**src/itoa_pkg.sv**
```systemverilog
`default_nettype none

package itoa_pkg;

  localparam int KIND_W      = 3;
  localparam int VALUE_W     = 32;
  localparam int CHAR_W      = 8;
  localparam int MAX_RESULTS = 16;
  localparam int OCNT_W      = 4;
  localparam int PC_W        = 3;

  localparam logic [CHAR_W-1:0] CHAR_ZERO  = 8'd48;
  localparam logic [CHAR_W-1:0] CHAR_A     = 8'd65;
  localparam logic [CHAR_W-1:0] CHAR_MINUS = 8'd45;

  typedef enum logic [KIND_W-1:0] {
    KIND_UDEC = 3'd0,
    KIND_SDEC = 3'd1,
    KIND_HEX  = 3'd2,
    KIND_OCT  = 3'd3,
    KIND_BIN  = 3'd4
  } kind_e;

  typedef enum logic [2:0] {
    OP_NOP,
    OP_LOAD,
    OP_SIGN,
    OP_DABBLE,
    OP_SKIP,
    OP_EMIT
  } op_e;

  typedef enum logic [2:0] {
    C_ALWAYS,
    C_NEVER,
    C_IDLE,
    C_SIGN_BUSY,
    C_DAB_MORE,
    C_SKIP_MORE,
    C_EMIT_MORE
  } cond_e;

  typedef struct packed {
    op_e             op;
    cond_e           cond;
    logic [PC_W-1:0] target;
  } ctrl_t;

  localparam logic [PC_W-1:0] STEP_LOAD   = 3'd0;
  localparam logic [PC_W-1:0] STEP_SIGN   = 3'd1;
  localparam logic [PC_W-1:0] STEP_DABBLE = 3'd2;
  localparam logic [PC_W-1:0] STEP_SKIP   = 3'd3;
  localparam logic [PC_W-1:0] STEP_EMIT   = 3'd4;
  localparam logic [PC_W-1:0] STEP_DONE   = 3'd5;

  function automatic ctrl_t prog_word(logic [PC_W-1:0] pc);
    ctrl_t w;
    case (pc)
      STEP_LOAD:   w = '{op: OP_LOAD,   cond: C_IDLE,      target: STEP_LOAD};
      STEP_SIGN:   w = '{op: OP_SIGN,   cond: C_SIGN_BUSY, target: STEP_SIGN};
      STEP_DABBLE: w = '{op: OP_DABBLE, cond: C_DAB_MORE,  target: STEP_DABBLE};
      STEP_SKIP:   w = '{op: OP_SKIP,   cond: C_SKIP_MORE, target: STEP_SKIP};
      STEP_EMIT:   w = '{op: OP_EMIT,   cond: C_EMIT_MORE, target: STEP_EMIT};
      STEP_DONE:   w = '{op: OP_NOP,    cond: C_ALWAYS,    target: STEP_LOAD};
      default:     w = '{op: OP_NOP,    cond: C_ALWAYS,    target: STEP_LOAD};
    endcase
    return w;
  endfunction

  function automatic logic [CHAR_W-1:0] digit_char(logic [3:0] d);
    logic [CHAR_W-1:0] r;
    if (d > 4'd9) begin
      r = CHAR_A + {4'b0000, d - 4'd10};
    end else begin
      r = CHAR_ZERO + {4'b0000, d};
    end
    return r;
  endfunction

endpackage

`default_nettype wire

```
**src/itoa_if.sv**
```systemverilog
`default_nettype none

interface itoa_in_if;
  import itoa_pkg::*;
  logic                valid;
  logic                ready;
  logic [KIND_W-1:0]   kind;
  logic [VALUE_W-1:0]  value;
  modport source (output valid, output kind, output value, input ready);
  modport sink (input valid, input kind, input value, output ready);
endinterface

interface itoa_out_if;
  import itoa_pkg::*;
  logic               valid;
  logic               ready;
  logic [CHAR_W-1:0]  ascii_char;
  logic               last;
  modport source (output valid, output ascii_char, output last, input ready);
  modport sink (input valid, input ascii_char, input last, output ready);
endinterface

`default_nettype wire

```
**src/integer_to_ascii_radix_formatter.sv**
```systemverilog
`default_nettype none

// Channel | Dir | Payload               | Role
// in_i    | in  | kind[2:0], value[31:0] | number and format kind
// out_o   | out | ascii_char[7:0], last  | one character, last on the final one
//
// An item is taken only while the sequencer sits in its load step; an item of an
// undefined kind is taken and dropped. After the load step come one sign step,
// VALUE_WIDTH double-dabble steps for the decimal kinds (a single step otherwise),
// one step per suppressed leading zero plus one, one step per character and a done
// step. Reset clears the step counter and the output register's valid flag. A stalled
// output holds the sequencer in its sign or emit step.

module integer_to_ascii_radix_formatter #(
  parameter int VALUE_WIDTH = 32,
  parameter int BIN_DIGITS  = 16
) (
  input  wire            clk_i,
  input  wire            rst_ni,
  itoa_in_if.sink        in_i,
  itoa_out_if.source     out_o
);
  import itoa_pkg::*;

  localparam int DEC_DIG = (VALUE_WIDTH * 30103) / 100000 + 1;
  localparam int HEX_DIG = (VALUE_WIDTH + 3) / 4;
  localparam int OCT_DIG = (VALUE_WIDTH + 2) / 3;
  localparam int NSLOT0  = (DEC_DIG > HEX_DIG) ? DEC_DIG : HEX_DIG;
  localparam int NSLOT1  = (NSLOT0 > OCT_DIG) ? NSLOT0 : OCT_DIG;
  localparam int NSLOT   = (NSLOT1 > BIN_DIGITS) ? NSLOT1 : BIN_DIGITS;
  localparam int DR_W    = 4 * NSLOT;
  localparam int OCT_W   = 3 * NSLOT;
  localparam int IDX_W   = $clog2(NSLOT);
  localparam int CNT_W   = $clog2(VALUE_WIDTH + 1);

  logic [PC_W-1:0]        pc_q, pc_d;
  kind_e                  kind_q, kind_d;
  logic                   neg_q, neg_d;
  logic [VALUE_WIDTH-1:0] v_q, v_d;
  logic [DR_W-1:0]        dr_q, dr_d;
  logic [CNT_W-1:0]       cnt_q, cnt_d;
  logic [IDX_W-1:0]       idx_q, idx_d;
  logic [OCNT_W-1:0]      ocnt_q, ocnt_d;
  logic                   out_valid_q, out_valid_d;
  logic [CHAR_W-1:0]      char_q, char_d;
  logic                   last_q, last_d;

  ctrl_t                  cw;
  logic                   acc_ok;
  logic                   out_free;
  logic                   is_dec;
  logic                   skip_cond;
  logic                   emit_last;
  logic                   jump;
  logic [3:0]             cur_digit;
  logic [63:0]            value_ext;
  logic [VALUE_WIDTH-1:0] vin;
  logic [DR_W-1:0]        vin_hex;
  logic [OCT_W-1:0]       vin_oct;
  logic [DR_W-1:0]        dr_load;
  logic [DR_W-1:0]        dr_dab;
  logic                   vin_neg;

  assign cw         = prog_word(pc_q);
  assign in_i.ready = (pc_q == STEP_LOAD);
  assign acc_ok     = in_i.valid && (in_i.kind <= KIND_BIN);
  assign out_free   = !out_valid_q || out_o.ready;
  assign is_dec     = (kind_q == KIND_UDEC) || (kind_q == KIND_SDEC);
  assign cur_digit  = dr_q[{idx_q, 2'b00} +: 4];
  assign skip_cond  = (kind_q != KIND_BIN) && (idx_q != '0) && (cur_digit == 4'd0);
  assign emit_last  = (idx_q == '0) || (ocnt_q == OCNT_W'(MAX_RESULTS - 1));

  assign value_ext = 64'(in_i.value);
  assign vin       = value_ext[VALUE_WIDTH-1:0];
  assign vin_hex   = DR_W'(vin);
  assign vin_oct   = OCT_W'(vin);
  assign vin_neg   = (in_i.kind == KIND_SDEC) && vin[VALUE_WIDTH-1];

  always_comb begin
    dr_load = '0;
    for (int j = 0; j < NSLOT; j++) begin
      case (kind_e'(in_i.kind))
        KIND_HEX: dr_load[4*j +: 4] = vin_hex[4*j +: 4];
        KIND_OCT: dr_load[4*j +: 4] = {1'b0, vin_oct[3*j +: 3]};
        KIND_BIN: dr_load[4*j +: 4] = {3'b000, vin_hex[j]};
        default:  dr_load[4*j +: 4] = 4'd0;
      endcase
    end
  end

  always_comb begin
    for (int j = 0; j < NSLOT; j++) begin
      if (dr_q[4*j +: 4] >= 4'd5) begin
        dr_dab[4*j +: 4] = dr_q[4*j +: 4] + 4'd3;
      end else begin
        dr_dab[4*j +: 4] = dr_q[4*j +: 4];
      end
    end
  end

  always_comb begin
    case (cw.cond)
      C_ALWAYS:    jump = 1'b1;
      C_NEVER:     jump = 1'b0;
      C_IDLE:      jump = !acc_ok;
      C_SIGN_BUSY: jump = neg_q && !out_free;
      C_DAB_MORE:  jump = is_dec && (cnt_q != CNT_W'(1));
      C_SKIP_MORE: jump = skip_cond;
      C_EMIT_MORE: jump = !(out_free && emit_last);
      default:     jump = 1'b0;
    endcase
    pc_d = jump ? cw.target : pc_q + PC_W'(1);
  end

  always_comb begin
    kind_d      = kind_q;
    neg_d       = neg_q;
    v_d         = v_q;
    dr_d        = dr_q;
    cnt_d       = cnt_q;
    idx_d       = idx_q;
    ocnt_d      = ocnt_q;
    char_d      = char_q;
    last_d      = last_q;
    out_valid_d = out_valid_q && !out_o.ready;
    case (cw.op)
      OP_LOAD: begin
        kind_d = kind_e'(in_i.kind);
        neg_d  = vin_neg;
        v_d    = vin_neg ? (~vin + VALUE_WIDTH'(1)) : vin;
        dr_d   = dr_load;
        cnt_d  = CNT_W'(VALUE_WIDTH);
        ocnt_d = '0;
        case (kind_e'(in_i.kind))
          KIND_HEX: idx_d = IDX_W'(HEX_DIG - 1);
          KIND_OCT: idx_d = IDX_W'(OCT_DIG - 1);
          KIND_BIN: idx_d = IDX_W'(BIN_DIGITS - 1);
          default:  idx_d = IDX_W'(DEC_DIG - 1);
        endcase
      end
      OP_SIGN: begin
        if (neg_q && out_free) begin
          out_valid_d = 1'b1;
          char_d      = CHAR_MINUS;
          last_d      = 1'b0;
          ocnt_d      = ocnt_q + OCNT_W'(1);
        end
      end
      OP_DABBLE: begin
        if (is_dec) begin
          dr_d  = {dr_dab[DR_W-2:0], v_q[VALUE_WIDTH-1]};
          v_d   = {v_q[VALUE_WIDTH-2:0], 1'b0};
          cnt_d = cnt_q - CNT_W'(1);
        end
      end
      OP_SKIP: begin
        if (skip_cond) begin
          idx_d = idx_q - IDX_W'(1);
        end
      end
      OP_EMIT: begin
        if (out_free) begin
          out_valid_d = 1'b1;
          char_d      = digit_char(cur_digit);
          last_d      = emit_last;
          ocnt_d      = ocnt_q + OCNT_W'(1);
          if (!emit_last) begin
            idx_d = idx_q - IDX_W'(1);
          end
        end
      end
      default: begin
      end
    endcase
  end

  always_ff @(posedge clk_i or negedge rst_ni) begin
    if (!rst_ni) begin
      pc_q        <= STEP_LOAD;
      out_valid_q <= 1'b0;
    end else begin
      pc_q        <= pc_d;
      out_valid_q <= out_valid_d;
    end
  end

  always_ff @(posedge clk_i) begin
    kind_q <= kind_d;
    neg_q  <= neg_d;
    v_q    <= v_d;
    dr_q   <= dr_d;
    cnt_q  <= cnt_d;
    idx_q  <= idx_d;
    ocnt_q <= ocnt_d;
    char_q <= char_d;
    last_q <= last_d;
  end

  assign out_o.valid      = out_valid_q;
  assign out_o.ascii_char = char_q;
  assign out_o.last       = last_q;

`ifndef SYNTHESIS
  a_dabble_count: assert property (@(posedge clk_i) disable iff (!rst_ni)
    (pc_q == STEP_DABBLE && is_dec) |-> (cnt_q != '0))
    else $error("Conversion ran past the value width.");

  a_emit_index: assert property (@(posedge clk_i) disable iff (!rst_ni)
    (pc_q == STEP_EMIT && out_free && !emit_last) |-> (idx_q != '0))
    else $error("Digit index would wrap during emission.");

  a_last_ends: assert property (@(posedge clk_i) disable iff (!rst_ni)
    (pc_q == STEP_EMIT && out_free && emit_last) |=> (pc_q == STEP_DONE && out_o.last))
    else $error("Final character did not end the number.");
`endif

endmodule

`default_nettype wire
```
**src/flat_wrapper.sv**
```systemverilog
// flat-port wrapper written by rule: the top's interface ports become plain ports
module integer_to_ascii_radix_formatter_flat import itoa_pkg::*;
#(
  parameter int VALUE_WIDTH = 32,
  parameter int BIN_DIGITS  = 16
)
  (clk_i, rst_ni, in_i_valid, in_i_kind, in_i_value, in_i_ready, out_o_valid, out_o_ascii_char, out_o_last, out_o_ready);
  itoa_in_if in_i_i ();
  itoa_out_if out_o_i ();
  input  wire clk_i;
  input  wire rst_ni;
  input wire logic [$bits(in_i_i.valid)-1:0] in_i_valid;
  input wire logic [$bits(in_i_i.kind)-1:0] in_i_kind;
  input wire logic [$bits(in_i_i.value)-1:0] in_i_value;
  output wire logic [$bits(in_i_i.ready)-1:0] in_i_ready;
  output wire logic [$bits(out_o_i.valid)-1:0] out_o_valid;
  output wire logic [$bits(out_o_i.ascii_char)-1:0] out_o_ascii_char;
  output wire logic [$bits(out_o_i.last)-1:0] out_o_last;
  input wire logic [$bits(out_o_i.ready)-1:0] out_o_ready;
  assign in_i_i.valid = in_i_valid;
  assign in_i_i.kind = in_i_kind;
  assign in_i_i.value = in_i_value;
  assign in_i_ready = in_i_i.ready;
  assign out_o_valid = out_o_i.valid;
  assign out_o_ascii_char = out_o_i.ascii_char;
  assign out_o_last = out_o_i.last;
  assign out_o_i.ready = out_o_ready;
  integer_to_ascii_radix_formatter #(.VALUE_WIDTH(VALUE_WIDTH), .BIN_DIGITS(BIN_DIGITS)) u_core (.clk_i(clk_i), .rst_ni(rst_ni), .in_i(in_i_i), .out_o(out_o_i));
endmodule
```
**config.mk**
```make
export PLATFORM = sky130hd
export DESIGN_NAME = integer_to_ascii_radix_formatter_flat
export DESIGN_NICKNAME = d
export VERILOG_FILES = /design/src/itoa_pkg.sv /design/src/itoa_if.sv /design/src/integer_to_ascii_radix_formatter.sv /design/src/flat_wrapper.sv
export SDC_FILE = /design/constraint.sdc
export NUM_CORES = 1
export LEC_CHECK = 0
export ABC_AREA = 1
export BUFFER_PORTS_ARGS = -buffer_cell sky130_fd_sc_hd__buf_2
export CAP_MARGIN = 15
export CORE_MARGIN = 5
export CORE_UTILIZATION = 36
export DETAILED_ROUTE_END_ITERATION = 8
export HOLD_SLACK_MARGIN = 0.15
export SYNTH_ARGS = -nofsm -noshare
export SYNTH_HDL_FRONTEND = slang
export SYNTH_SLANG_ARGS = --single-unit
export TNS_END_PERCENT = 30
```
**constraint.sdc**
```tcl
create_clock -name clk_i -period 8.9 [get_ports clk_i]
set_clock_uncertainty 0.2 [all_clocks]
set_input_delay 0.445 -clock clk_i [delete_from_list [all_inputs] [get_ports clk_i]]
set_output_delay 0.445 -clock clk_i [all_outputs]
set_load 0.02 [all_outputs]
```
==> results of run 1 <==
stage by stage:
| step | hold slack (ps) | power (mW) | setup WS [ps] | util (%) | area (um2) |
|---|---|---|---|---|---|
| floorplan | -50.59 | 2.868 | 1774 | - | 9019 |
| global placement | 61.41 | 3.262 | 5196 | 38.09 | 9482 |
| detailed placement | 62.21 | 3.288 | 5138 | 38.09 | 9482 |
| CTS | 150.9 | 4.021 | 5130 | 40.69 | 10130 |
| global route | 176.8 | 4.365 | 4906 | 40.69 | 10130 |
| finish | 159.2 | 4.012 | 5175 | 40.69 | 10130 |
cells by family after synthesis:
logic type | synth area share [%]
fa+ha+maj | 6.659
compound gates | 16.22
xor+xnor | 2.525
simple gates | 23.75
buf+inv | 9.073
other cells | 0.04158
flops | 41.73
registers in the layout, indices dropped and copies added, names as in the netlist:
name,cells
u_core.cnt_q,6
u_core.ocnt_q,4
u_core.out_o.valid,1
u_core.neg_q,1
u_core.idx_q,4
u_core.pc_q,3
u_core.dr_q,64
u_core.out_o.last,1
u_core.out_o.ascii_char,7
u_core.kind_q,3
u_core.v_q,32
area by class of cell:
type / count / area, um2 / area share, %
clock buffer: 18 / 439.2 / 4.336
clock inverter: 14 / 157.7 / 1.557
inverter: 153 / 576.8 / 5.695
multi-input combinational: 814 / 4451 / 43.94
sequential: 126 / 3764 / 37.16
tap: 330 / 412.9 / 4.077
timing repair buffer: 58 / 327.8 / 3.237
cells in the mapped netlist (all sizes together):
library cell,number,area (um2)
nor2,126,503.0
o22ai,18,112.6
nor3,8,40.04
nand2,245,949.7
nand3,92,503.0
a22o,1,8.760
o32ai,5,51.30
edfxtp,122,3664
o211ai,22,170.2
inv,151,569.3
xor2,24,210.2
nor3b,1,7.510
clkinv,2,7.510
a31oi,2,12.51
or2,4,25.03
o21ai,115,605.6
and2,1,6.260
a21oi,57,289.0
o31ai,2,15.01
a32o,1,10.01
nand3b,1,7.510
buf,30,214.0
nand4,15,100.1
o2bb2ai,1,8.760
conb,1,3.750
o2111ai,1,8.760
o221ai,10,87.58
a22oi,6,45.04
a211oi,3,22.52
xnor2,2,17.52
o21a,2,15.01
ha,48,600.6
dfrtp,4,100.1
clkbuf,7,27.52
worst paths after layout:
kind	from	to	cells after the start
max in group asynchronous	rst_ni	u_core.out_o.valid	3
setup reg to reg	u_core.pc_q[0]	u_core.dr_q[57]	8
min in group asynchronous	rst_ni	u_core.pc_q[2]	3
hold reg to reg	u_core.v_q[21]	u_core.v_q[22]	2
setup / recovery	u_core.pc_q[0]	u_core.dr_q[57]	8
hold / removal	in_i_value[0]	u_core.v_q[0]	3
per-layer routing:
metal,vias up,track usage [%]
met3,25,3.052
met5,-,0
met2,206,26.71
met1,3677,24.30
met4,0,3.987
li1,3924,-
power by group through the flow:
stage	Combinational, mW	Clock, mW	Sequential (mW)
floorplan	1.50	0	1.36
global placement	1.89	0	1.37
detailed placement	1.91	0	1.38
CTS	1.92	0.727	1.37
global route	2.20	0.756	1.41
finish	1.92	0.717	1.37
repair_timing:
action | 4_1_cts | 5_1_grt
endpoints found under the hold margin | 7 | 0
setup buffers | 0 | 0
hold buffers | 5 | 0
critical path, delay by kind of cell (launching register included):
kind | cells | cell delay (ps)
flip-flops | 1 | 420
adder cells (fa/ha/maj) | 2 | 440
AND/OR/NAND/NOR | 3 | 450
AO/OA/AOI/OAI | 1 | 740
buffers and inverters | 2 | 990
==> qor.csv, run 1 <==
stage,metric,value,unit
power,vdd_drop_max,0.2462,mV
detailed_routing,drc,0,
logic_synthesis,synth_nets,1217,
logic_synthesis,yosys_warnings,0,
detailed_routing,via_per_inst,5.176,
power,powerDensity,396.1,nW/um2
detailed_routing,met3WireLength,1.199,mm
floorplanning,coreArea,24890,um2
grt,grt_pass1_vias,7438,
logic_synthesis,yosysSeqAreaShare,41.73,%
detailed_routing,wl_met2,10.96,mm
placed_design,hpwl,17.07,mm
floorplanning,dieArea,28320,um2
sta,drv_slew,0,
worst_setup_path,path_common_cell,ha_1,
cts,path_clk_slew,60,ps
cts,cts-root-buf,clkbuf_16,
layout,fill_cells,2487,
worst_setup_path,path_max_fanout,76,
floorplanning,start_util,36.23,%
sta,finalSetupViolations,0,
sta,slew-limit-headroom,31.99,%
worst_setup_path,cpPeakStageDelay,920,ps
floorplanning,num_io_pins,50,
grt,grt_max_degree,89,
sta,tns,0,ps
sta,rsz0062_at_grt,false,
worst_setup_path,cp.arrival,3560,ps
power,intPower,2.155,mW
power,seq_power_share,34.2,%
sta,hold_viol_final,0,
sta,max_freq,268.5,MHz
layout,drive_above_1_share,10.74,%
min_path,hp-class,in2reg,
grt,grt_overflow,0,
detailed_routing,drt_iter0_drc,552,
logic_synthesis,syn_inst,1130,
detailed_routing,wl_met1,11.58,mm
worst_setup_path,worstSetupStartpointType,flop,
cts,clk_path_buf_depth,2,
cts,cts.sinks,126,
detailed_routing,top_layer_used,met4,
cts,tritoncts,done,
power,p_sw,1.857,mW
power,leakage,4.273,nW
placed_design,port_buffers,48,
layout,area_growth,12.31,%
cts,cts_max_level,4,
sta,final.period_utilization,41.85,%
layout,nets,1257,
detailed_routing,drt-pass1-iter-count,5,
power,p_clk_share,17.9,%
cts,post_cts_resized,0,
detailed_routing,wl_per_cell,15.88,um
worst_setup_path,worstPathCellList,"ha_1, ha_1, inv_1, nand2_1, nor2_1, nand2_2, o22ai_4, buf_4",
placed_design,place.gp.congestion,0.8588,
layout,layout_common_cells,"nand2_1 (239), inv_1 (142), edfxtp_1 (122)",
logic_synthesis,synth_seq_cells,126,
worst_setup_path,crit_slowest_cell,buf_4,
grt,grt_pass1_wl,38.70,mm
floorplanning,fp.dieH,168.3,um
grt,antenna_found_initial,1,
logic_synthesis,synth_area_per_cell,7.981,um2
detailed_routing,vias,7832,
placed_design,dp_cells,1476,
worst_setup_path,rrSetupSlack,5180,ps
worst_setup_path,end_kind,flop,
detailed_routing,ant_nets,0,
power,switching_share,46.29,%
detailed_routing,routed_wl,24.03,mm
layout,diodes,0,
logic_synthesis,syn_area,9019,um2
sta,period_minus_slack,3725,ps
sta,worst_pin_slew,1020,ps
power,combPwrFrac,47.9,%
floorplanning,die_w,168.3,um
logic_synthesis,ys_types,53,
flow_run,cap_viol_max_count,0,
layout,final_common_cell,nand2_1,
layout,final-instance-count-excl-fill,1513,
grt,grt_util_all_layers,16.95,%
cts,clk_latency,430,ps
cts,cts-buffers-inserted,17,
floorplanning,core.rowCount,58,
worst_setup_path,worstPathRequired,8740,ps
outcome,outcome,"finished, final reports clean",
worst_setup_path,path_class,reg2reg,
No activity file was read; power rests on OpenSTA's default activity.
==> run 2, diff against run 1 <==
==> constraint.sdc (replaced) <==
create_clock -name clk_i -period 3.4 [get_ports clk_i]
set_clock_uncertainty 0.2 [all_clocks]
set_input_delay 0.17 -clock clk_i [delete_from_list [all_inputs] [get_ports clk_i]]
set_output_delay 0.17 -clock clk_i [all_outputs]
set_load 0.02 [all_outputs]
==> qor.csv, run 2 (synthesized netlist as in run 1, its figures left out) <==
stage,metric,value,unit,change
power,powerDensity,1004,nW/um2,+150%
worst_setup_path,cpPeakStageDelay,580,ps,-340 ps
power,finalPower,10.69,mW,+170%
cts,cts_max_level,4,,unchanged
layout,drive_above_1_share,11.60,%,+0.86 points
power,vdd_drop_max,0.4312,mV,+75%
sta,whs,214.7,ps,+55.48 ps
grt,grt_max_degree,68,,-24%
layout,area_growth,18.09,%,
floorplanning,fp.dieH,168.3,um,unchanged
cts,cts-root-buf,clkbuf_16,,
placed_design,place.gp.congestion,0.9417,,+9.7%
detailed_routing,drt-pass1-iter-count,5,,unchanged
sta,worst_pin_slew,832.2,ps,-188.0 ps
worst_setup_path,cp.arrival,3180,ps,-380 ps
detailed_routing,drc,0,,unchanged
detailed_routing,wl_per_cell,15.84,um,-0.25%
worst_setup_path,path_class,reg2reg,,
min_path,min_from,in_i_value[14],,
power,leakage,4.492,nW,+5.1%
sta,period_minus_slack,3206,ps,-518.9 ps
sta,final.period_utilization,94.29,%,+52 points
layout,diodes,0,,unchanged
cts,clk_path_buf_depth,2,,unchanged
worst_setup_path,worstSetupStartpointType,flop,,
layout,largest-register,u_core.dr_q,,
layout,regArea,3764,um2,unchanged
worst_setup_path,worstPathRequired,3370,ps,-5370 ps
layout,layout_common_cells,"nand2_1 (237), inv_1 (141), edfxtp_1 (122)",,
floorplanning,num_io_pins,50,,unchanged
cts,path_clk_slew,60,ps,about the same
layout,largest_reg_flops,64,,unchanged
worst_setup_path,path_max_fanout,34,,-55%
sta,rsz0062_at_grt,false,,
floorplanning,core.rowCount,58,,unchanged
detailed_routing,via_per_inst,5.210,,+0.64%
sta,hold_viol_final,0,,unchanged
floorplanning,dieArea,28320,um2,unchanged
sta,max_freq,311.9,MHz,+16%
worst_setup_path,r2r-start,u_core.pc_q[0],,
cts,clk_latency,430,ps,about the same
detailed_routing,routed_wl,24.76,mm,+3.0%
flow_run,cap_viol_max_count,0,,unchanged
grt,grt_util_all_layers,17.23,%,+0.28 points
detailed_routing,drt_iter0_drc,670,,+21%
layout,fill_cells,2484,,-0.12%
floorplanning,coreArea,24890,um2,unchanged
cts,cts-buffers-inserted,17,,unchanged
worst_setup_path,crit_family,buffers and inverters,,
sta,drv_slew,0,,unchanged
worst_setup_path,worstPathCellList,"inv_1, ha_1, inv_1, nand2_1, nand2_4, buf_12, nand3_1, dlygate4sd3_1, o211ai_1, dlygate4sd3_1",,
placed_design,port_buffers,48,,unchanged
cts,tritoncts,done,,
worst_setup_path,end_kind,flop,,
sta,finalSetupViolations,0,,unchanged
layout,final_common_cell,nand2_1,,
grt,grt_pass1_vias,7605,,+2.2%
detailed_routing,ant_nets,0,,unchanged
cts,cts.sinks,126,,unchanged
layout,nets,1307,,+4.0%
sta,slew-limit-headroom,44.38,%,+12 points
worst_setup_path,crit_buf_inv,5,,+3
worst_setup_path,crit_start,u_core.pc_q[0],,
worst_setup_path,crit_slowest_cell,dlygate4sd3_1,,
grt,grt_pass1_wl,39.36,mm,+1.7%
floorplanning,start_util,36.23,%,unchanged
detailed_routing,vias,8143,,+4.0%
min_path,hp-class,in2reg,,
grt,grt_overflow,0,,unchanged
floorplanning,die_w,168.3,um,unchanged
grt,antenna_found_initial,0,,-1
cts,cts_setup_buffers,0,,unchanged
outcome,outcome,"finished, final reports clean",,
placed_design,hpwl,17.76,mm,+4.0%
layout,multi_input_area,4488,um2,+0.84%
layout,utilization,42.79,%,+2.1 points
## run 2: path summary, 6_finish.rpt
check | end | slack (ps) | cells after the start
hold / removal | u_core.dr_q[56] | 210 | 3
min in group asynchronous | u_core.pc_q[2] | 470 | 3
hold reg to reg | u_core.v_q[24] | 320 | 2
setup reg to reg | u_core.v_q[15] | 190 | 10
setup / recovery | u_core.v_q[15] | 190 | 10
max in group asynchronous | u_core.out_o.valid | 2330 | 3
## run 2: worst reg2reg max path: stages, from the launching register on
cell and delay [ps]:
dfrtp_1 410, inv_1 120, ha_1 250, inv_1 110
nand2_1 180, nand2_4 140, buf_12 200, nand3_1 120
dlygate4sd3_1 560, o211ai_1 90, dlygate4sd3_1 580
## run 2: where the power goes
group	switching, mW	internal, mW	leakage [nW]
Combinational	3.62	1.77	3.02
Clock	0.700	1.04	0.269
Sequential	0.595	2.97	1.20
Total	4.91	5.78	4.49
## run 2: repair_timing
| item | CTS | global route |
|---|---|---|
| endpoints found under the hold margin | 80 | 0 |
| setup endpoints to repair | 0 | 1 |
| gates resized for setup | 0 | 1 |
| hold buffers | 43 | 0 |
## run 2: metrics by stage
stage / TNS [ps] / cells / cell area, um2 / worst slack (ps)
after CTS: 0 / 1562 / 10620 / 218.3
after floorplan: -22480 / 1130 / 9075 / -220.4
after detailed placement: 0 / 1487 / 9634 / 463.9
after global placement: 0 / 1487 / 9634 / 524.5
after global routing: 0 / 1563 / 10650 / 71.39
final: 0 / 1563 / 10650 / 194.1
## run 2: layer usage
metal	share of wire, %	wire length [um]	global-route usage [%]
met3	6.3	1563	2.724
met4	1.5	365	4.587
met5	0	0	0
met1	45	11270	24.21
met2	47	11570	27.74
## run 2: area by class of cell
type,count,area share [%]
Tap cell,330,3.877
Inverter,153,5.416
Clock inverter,11,0.8929
Clock buffer,21,4.323
Multi-Input combinational cell,814,42.14
Sequential cell,126,35.34
Timing Repair Buffer,108,8.012
